### src/bscc_pkg.sv
package bscc_pkg;

    // store geometry
    localparam int BLOCK_COUNT = 8;
    localparam int IDX_W       = $clog2(BLOCK_COUNT);

    // field widths
    localparam int BYTE_W = 8;
    localparam int CRC_W  = 32;

    // reflected crc-32
    localparam logic [CRC_W-1:0] CRC_POLY = 32'hEDB8_8320;
    localparam logic [CRC_W-1:0] CRC_ONES = 32'hFFFF_FFFF;

    // one byte through the reflected crc, lsb first
    function automatic logic [CRC_W-1:0] crc32_byte(
        input logic [CRC_W-1:0]  crc_in,
        input logic [BYTE_W-1:0] data
    );
        logic [CRC_W-1:0] c;
        c = crc_in ^ {{(CRC_W-BYTE_W){1'b0}}, data};
        for (int k = 0; k < BYTE_W; k++) begin
            if (c[0]) begin
                c = (c >> 1) ^ CRC_POLY;
            end else begin
                c = c >> 1;
            end
        end
        return c;
    endfunction

endpackage

### src/block_scrub_crc_compare_unit.sv
// a last byte is registered in the compare stage, then in the output register (m_tvalid)
// one byte transfer per cycle unless results stall; bytes without tlast give no result
// the checksum store is an 8 x 32 memory with registered read, written back on a miss;
// a write to the entry being read in the same cycle is forwarded
// reset clears the running crcs, the difference flag and the per-block valid bits;
// the store itself is not cleared, entries are only trusted once their valid bit is set
module block_scrub_crc_compare_unit
    import bscc_pkg::*;
(
    input  logic        aclk,
    input  logic        aresetn,
    input  logic        s_tvalid,
    output logic        s_tready,
    // block_index[2:0], flash_byte[10:3], backup_byte[18:11], zero fill
    input  logic [23:0] s_tdata,
    input  logic        s_tlast,
    output logic        m_tvalid,
    input  logic        m_tready,
    // done_block[2:0], rewrite[3], checksum_hit[4], backup_checksum[36:5], zero fill
    output logic [39:0] m_tdata
);

    logic [IDX_W-1:0]  in_idx;
    logic [BYTE_W-1:0] in_fb;
    logic [BYTE_W-1:0] in_bb;
    logic              s_fire;
    logic              s_last_fire;
    logic              out_move;

    logic [CRC_W-1:0]  flash_crc;
    logic [CRC_W-1:0]  backup_crc;

    logic              differ_reg;
    logic              differ_next;
    logic              differ_now;

    // compare stage
    logic              s1_valid_reg;
    logic              s1_valid_next;
    logic [IDX_W-1:0]  s1_idx_reg;
    logic [CRC_W-1:0]  s1_fcrc_reg;
    logic [CRC_W-1:0]  s1_bcrc_reg;
    logic              s1_differ_reg;
    logic              s1_fwd_reg;
    logic [CRC_W-1:0]  s1_fwd_data_reg;
    logic [CRC_W-1:0]  rd_data_reg;
    logic [CRC_W-1:0]  s1_stored;
    logic              s1_hit;

    logic [CRC_W-1:0]  chk_mem [BLOCK_COUNT];
    logic [BLOCK_COUNT-1:0] chk_valid_reg;
    logic [BLOCK_COUNT-1:0] chk_valid_next;

    // output register
    logic              m_valid_reg;
    logic              m_valid_next;
    logic [IDX_W-1:0]  out_block_reg;
    logic              out_rewrite_reg;
    logic              out_hit_reg;
    logic [CRC_W-1:0]  out_crc_reg;

    // unpack the input transfer
    assign in_idx = s_tdata[IDX_W-1:0];
    assign in_fb  = s_tdata[IDX_W +: BYTE_W];
    assign in_bb  = s_tdata[IDX_W+BYTE_W +: BYTE_W];

    // handshake
    assign out_move    = s1_valid_reg && (!m_valid_reg || m_tready);
    assign s_tready    = !s1_valid_reg || out_move;
    assign s_fire      = s_tvalid && s_tready;
    assign s_last_fire = s_fire && s_tlast;

    // running crcs over both streams
    bscc_crc_acc u_flash_crc (
        .aclk      (aclk),
        .aresetn   (aresetn),
        .feed      (s_fire),
        .restart   (s_tlast),
        .data      (in_fb),
        .crc_final (flash_crc)
    );

    bscc_crc_acc u_backup_crc (
        .aclk      (aclk),
        .aresetn   (aresetn),
        .feed      (s_fire),
        .restart   (s_tlast),
        .data      (in_bb),
        .crc_final (backup_crc)
    );

    // sticky byte difference flag
    assign differ_now = differ_reg || (in_fb != in_bb);

    always_comb begin
        differ_next = differ_reg;
        if (s_fire) begin
            differ_next = s_tlast ? 1'b0 : differ_now;
        end
    end

    // stored checksum, forwarded when the previous block wrote the same entry
    assign s1_stored = s1_fwd_reg ? s1_fwd_data_reg : rd_data_reg;
    assign s1_hit    = chk_valid_reg[s1_idx_reg] && (s1_stored == s1_fcrc_reg);

    // valid bits and stage control
    always_comb begin
        chk_valid_next = chk_valid_reg;
        if (out_move && !s1_hit) begin
            chk_valid_next[s1_idx_reg] = 1'b1;
        end
        s1_valid_next = s1_valid_reg;
        if (s_last_fire) begin
            s1_valid_next = 1'b1;
        end else if (out_move) begin
            s1_valid_next = 1'b0;
        end
        m_valid_next = m_valid_reg;
        if (out_move) begin
            m_valid_next = 1'b1;
        end else if (m_tready) begin
            m_valid_next = 1'b0;
        end
    end

    always_ff @(posedge aclk) begin
        if (!aresetn) begin
            differ_reg    <= 1'b0;
            s1_valid_reg  <= 1'b0;
            m_valid_reg   <= 1'b0;
            chk_valid_reg <= '0;
        end else begin
            differ_reg    <= differ_next;
            s1_valid_reg  <= s1_valid_next;
            m_valid_reg   <= m_valid_next;
            chk_valid_reg <= chk_valid_next;
        end
    end

    // checksum memory: read on a last byte, write back on a miss
    always_ff @(posedge aclk) begin
        if (out_move && !s1_hit) begin
            chk_mem[s1_idx_reg] <= s1_bcrc_reg;
        end
        if (s_last_fire) begin
            rd_data_reg <= chk_mem[in_idx];
        end
    end

    // compare stage payload
    always_ff @(posedge aclk) begin
        if (s_last_fire) begin
            s1_idx_reg      <= in_idx;
            s1_fcrc_reg     <= flash_crc;
            s1_bcrc_reg     <= backup_crc;
            s1_differ_reg   <= differ_now;
            s1_fwd_reg      <= out_move && !s1_hit && (s1_idx_reg == in_idx);
            s1_fwd_data_reg <= s1_bcrc_reg;
        end
    end

    // result register
    always_ff @(posedge aclk) begin
        if (out_move) begin
            out_block_reg   <= s1_idx_reg;
            out_rewrite_reg <= !s1_hit && s1_differ_reg;
            out_hit_reg     <= s1_hit;
            out_crc_reg     <= s1_bcrc_reg;
        end
    end

    assign m_tvalid = m_valid_reg;
    assign m_tdata  = {3'b000, out_crc_reg, out_hit_reg, out_rewrite_reg, out_block_reg};

endmodule

### src/bscc_crc_acc.sv
module bscc_crc_acc
    import bscc_pkg::*;
(
    input  logic              aclk,
    input  logic              aresetn,
    input  logic              feed,      // a byte is taken this cycle
    input  logic              restart,   // byte closes the block
    input  logic [BYTE_W-1:0] data,
    output logic [CRC_W-1:0]  crc_final  // finished crc including this byte
);

    logic [CRC_W-1:0] crc_reg;
    logic [CRC_W-1:0] crc_next;
    logic [CRC_W-1:0] crc_upd;

    // byte-wide update of the running value
    assign crc_upd   = crc32_byte(crc_reg, data);
    assign crc_final = crc_upd ^ CRC_ONES;

    always_comb begin
        crc_next = crc_reg;
        if (feed) begin
            crc_next = restart ? CRC_ONES : crc_upd;
        end
    end

    always_ff @(posedge aclk) begin
        if (!aresetn) begin
            crc_reg <= CRC_ONES;
        end else begin
            crc_reg <= crc_next;
        end
    end

endmodule

### config.mk
export PLATFORM = sky130hd
export DESIGN_NAME = block_scrub_crc_compare_unit
export DESIGN_NICKNAME = d
export VERILOG_FILES = /design/src/bscc_pkg.sv /design/src/block_scrub_crc_compare_unit.sv /design/src/bscc_crc_acc.sv
export SDC_FILE = /design/constraint.sdc
export NUM_CORES = 1
export LEC_CHECK = 0
export BUFFER_PORTS_ARGS = -buffer_cell sky130_fd_sc_hd__buf_2
export CORE_AREA = 2 2 271 139
export DETAILED_ROUTE_END_ITERATION = 12
export DIE_AREA = 0 0 273 141
export PLACE_DENSITY = 0.75
export RECOVER_POWER = 50
export SYNTH_ARGS = -nofsm -noshare
export SYNTH_HDL_FRONTEND = slang
export SYNTH_SLANG_ARGS = --single-unit
export TNS_END_PERCENT = 30
### constraint.sdc
create_clock -name aclk -period 6.1 [get_ports aclk]
set_clock_uncertainty 0.15 [all_clocks]
set_input_delay 0.305 -clock aclk [delete_from_list [all_inputs] [get_ports aclk]]
set_output_delay 0.305 -clock aclk [all_outputs]
set_load 0.03 [all_outputs]
==> summary.md <==
* 1590 — total instance count after detailed placement
* 2 — sum of buffers and inverters on the critical path
* 3.01 ns — Tightest Pin Transition
* 5 — Detailed Routing Iterations Pass 1
* 54.0% — Initial Util
* 26.3% — switching share of power
* 0.103 ns — worst slack on hold paths
* 6.25 mW — internal power of the cells
* 0 — final hold viol count
* 273 microns — die width
* 4 — reported max-cap violation count
* chk_mem — Top reg by flops
* clkbuf_1 > buf_4 > mux4_2 > mux2_2 — CP cell instances
* 129 — maximum number of pins on one net before global-route repair
* 2 — count of H-tree levels built during CTS
* chk_mem[3][2] — worst flop-to-flop path endpoint
* 2.04 ns — Final Worst Setup Slack
* 1172 — Layout Nets
* 0 — total global routing overflow
* 2.05 ns — Worst path max stage delay
* 71 — count of boundary I/O pins
* 2.10 ns — setup slack on the worst flop-to-flop path
* edfxtp_1 — most area-hungry cell type in the Yosys netlist
* 0.00506 sq mm — area occupied by multi-input gates
* 15.0% — share of power burned in combinational logic
* 5.72 — per-cell via count in the routed design
* 141 microns — die extent in y
* -101% — Max-Slew Margin vs Limit
* 66.6% — period utilisation layout
* 42 — number of buffers added by the clock tree synthesis step
* 0.55 ns — clock latency on the worst-skew pair
* 0 — post-detailed-route count of antenna-violating nets
* in2reg — critical path class
* 0.0206 sq mm — placed cell area
* 246 MHz — FMAX
* done — CTS tree
* 2.18 ns — pre-CTS WS
* 0.0197 sq mm — Cell Area, Synth
* 0.819 — Placer Congestion
* 4.06 ns — post-layout minimum cycle time
* 59.8% — post-route core utilization
* 256 — flip-flop count of the largest register after layout
* 155 — Max Slew Vio Count
* 501 — flip-flop and latch count after synthesis
* 25.0 mm — sum of net half-perimeters after detailed placement
* 2.23 mW — net switching power figure
* flop — sort of element at the end of the critical path
* 72.5% — proportion of synthesized chip area in sequential cells
* 257 uV — worst voltage drop across the vdd grid
* 0.0365 sq mm — placeable core region
* 18.8% — ratio of cells with drive above 1 in the final layout
* 35 — CP max FO
* 38 — Distinct cells, synth
* s1_valid_reg — end point of the most critical hold path
* buffers and inverters — cell type group with the largest total delay on the critical path
* m_tready — launch instance of the worst min-delay path
* 6.24 ns — required time at the worst-slack endpoint
* 1066 — synthesized netlist cell count
* 426 — number of flops mapped to enable cells by yosys
* 0 — total of endpoints with negative setup slack in the final report
* input pin — Setup crit start kind
* 21.6% — aggregate global-route resource usage
* 0% — ys async rst share
* 1670 — Final Non-Filler Cells
* 62 — # port buffers
* 3 — Clock Path Buffers
* complete, but fails checks — result of the run
* 24.3 microns — mean routed wirelength per cell
* false — setup repair after global routing missed its margin
* 9332 — via count of the first global-routing pass
* 501 — number of sinks driven by the clock tree
* 0.0143 sq mm — total area of sequential cells
* max-capacitance violations, max-slew violations — violated checks
* 4.20 ns — WP data arrival
* 8.48 mW — Final Power
* 33.0% — Clk network pwr share
* 0.07 ns — register clock-pin slew on the reported worst setup and hold paths
* 7.03 nW — cell leakage power
* 4 — Worst Hold Depth
* edfxtp_1 — leading cell type by number of instances after synthesis
* 426 x edfxtp_1, 109 x xnor2_1, 78 x nand2_1, 75 x dfxtp_1, 66 x mux4_2 — most used standard cells in the synthesized netlist
* edfxtp_1 65%, dfxtp_1 7.6%, mux4_2 7.5%, xnor2_1 4.8%, o211ai_1 2.4% — synth top area cells
* in2reg — Min-Delay Path Class
* 9545 — Vias
* 0.0385 sq mm — Total Die Area
* 40.6 mm — detailed-route wire length
* clkbuf_16 — Clk Tree Root Cell
* 50 — standard-cell rows
* 0 — buffer count from post-CTS setup fixing
* 2714 — fillcell total
* 0 ns — TNS Setup
* 0 — DR DRC count
* s1_fwd_reg — reg-to-reg startpoint
* 0.0218 sq mm — post-route design area
* 8 — cell count of the worst reg-to-reg path
* 18.5 sq um — per-instance average area after synthesis
* 10.7% — Synth-to-Final Area Change
* clkbuf_1 — Critical Path Slowest Stage Cell
* edfxtp_1 — top_reg_cell synth
* 0 — number of warnings reported in the yosys synthesis log
* 0 — Antenna Cells
* 1 — initial antenna violation count
* 64.9% — area share of the leading cell type in the synthesized netlist
* 60.8 mm — first-pass GRT wire length
* 52.0% — Flop pwr share
* 1145 — number of violations reported at the end of detailed-routing iteration 0
* 388 mW/mm^2 — Cell Pwr Density
kinds of logic (layout without fill, tap and decap cells):
| logic type | count (synthesis) | count (layout) | synth area share [%] |
|---|---|---|---|
| DFF | 501 | 501 | 72.5 |
| muxes | 131 | 131 | 11.0 |
| AOI/OAI and AO/OA | 77 | 77 | 2.94 |
| other | 1 | 3 | 0.0190 |
| xor gates and xnor gates | 184 | 184 | 9.67 |
| buffers and inverters | 55 | 163 | 1.21 |
| and+or+nand+nor | 117 | 117 | 2.64 |
power by group through the flow:
stage	clock [mW]	sequential (mW)	combinational, mW
after floorplan	0	4.41	0.906
after global placement	0	4.46	1.27
after detailed placement	0	4.48	1.28
after CTS	2.83	4.41	1.30
after global routing	2.97	4.45	1.36
final	2.80	4.41	1.28
worst min-delay path, cell delays in order:
cell and delay, ns:
buf_2 0.07, nor2b_1 0.08, nand2_1 0.18, a21boi_0 0.10
cells in the final DEF (no fill, tap or decap), types with 2 or more instances in the layout:
cell           synthesis  layout
edfxtp_1             426     426
xnor2_1              109     123
nand2_1               78      77
dfxtp_1               75      75
mux4_2                66      66
o211ai_1              63      63
xor2_1                49      53
clkbuf_1              34      49
clkbuf_16              0      44
mux2i_1               32      32
mux2_2                33      27
buf_2                  8      20
buf_4                  6      18
clkinv_2               0       9
nor4_1                10       8
mux2_1                 0       6
nand3_1                6       6
o21ai_1                6       6
xnor2_2               16       5
nor3_2                 1       5
clkbuf_8               0       5
bufinv_16              0       5
nand4_1                4       4
clkinv_1               0       4
nor2b_1                4       3
nor2_1                 4       3
conb_1                 1       3
dlygate4sd3_1          0       3
xnor2_4                5       2
nor4_2                 0       2
o21ai_0                2       2
clkinvlp_4             0       2
per-layer routing:
layer	routed length, microns	track usage [%]	vias up
met1	19300	35.2	4909
met4	577	3.57	0
met2	17400	30.7	350
met3	3330	4.28	48
met5	0	0	-
li1	-	-	4238
area by class of cell:
cell class / count / area share [%]
clock buffers: 55 / 5.46
clock inverters: 22 / 1.11
inverters: 2 / 0.0401
multi-input cells: 512 / 23.2
flip-flops and latches: 501 / 65.4
well taps: 494 / 2.83
repair buffers: 84 / 1.95
worst max-delay path by stage:
stage	from	endpoint	slack [ns]	cells after the start
2_1_floorplan	m_tvalid	chk_mem[0][0]	-0.46	4
4_1_cts	s1_fwd_reg	chk_mem[3][2]	2.17	8
3_5_place_dp	s1_fwd_reg	chk_mem[3][13]	2.18	8
5_1_grt	s_tdata[0]	rd_data_reg[12]	1.62	4
3_3_place_gp	s1_fwd_reg	chk_mem[3][11]	2.26	8
6_report	s_tdata[0]	rd_data_reg[6]	2.04	4
timing repair:
| action | in CTS | in global routing |
|---|---|---|
| resized for setup | 0 | 0 |
| setup endpoints to repair | 0 | 0 |
| hold endpoints to repair | 9 | 0 |
| hold buffers | 3 | 0 |
Note: power is estimated with default switching activity, not from simulation.
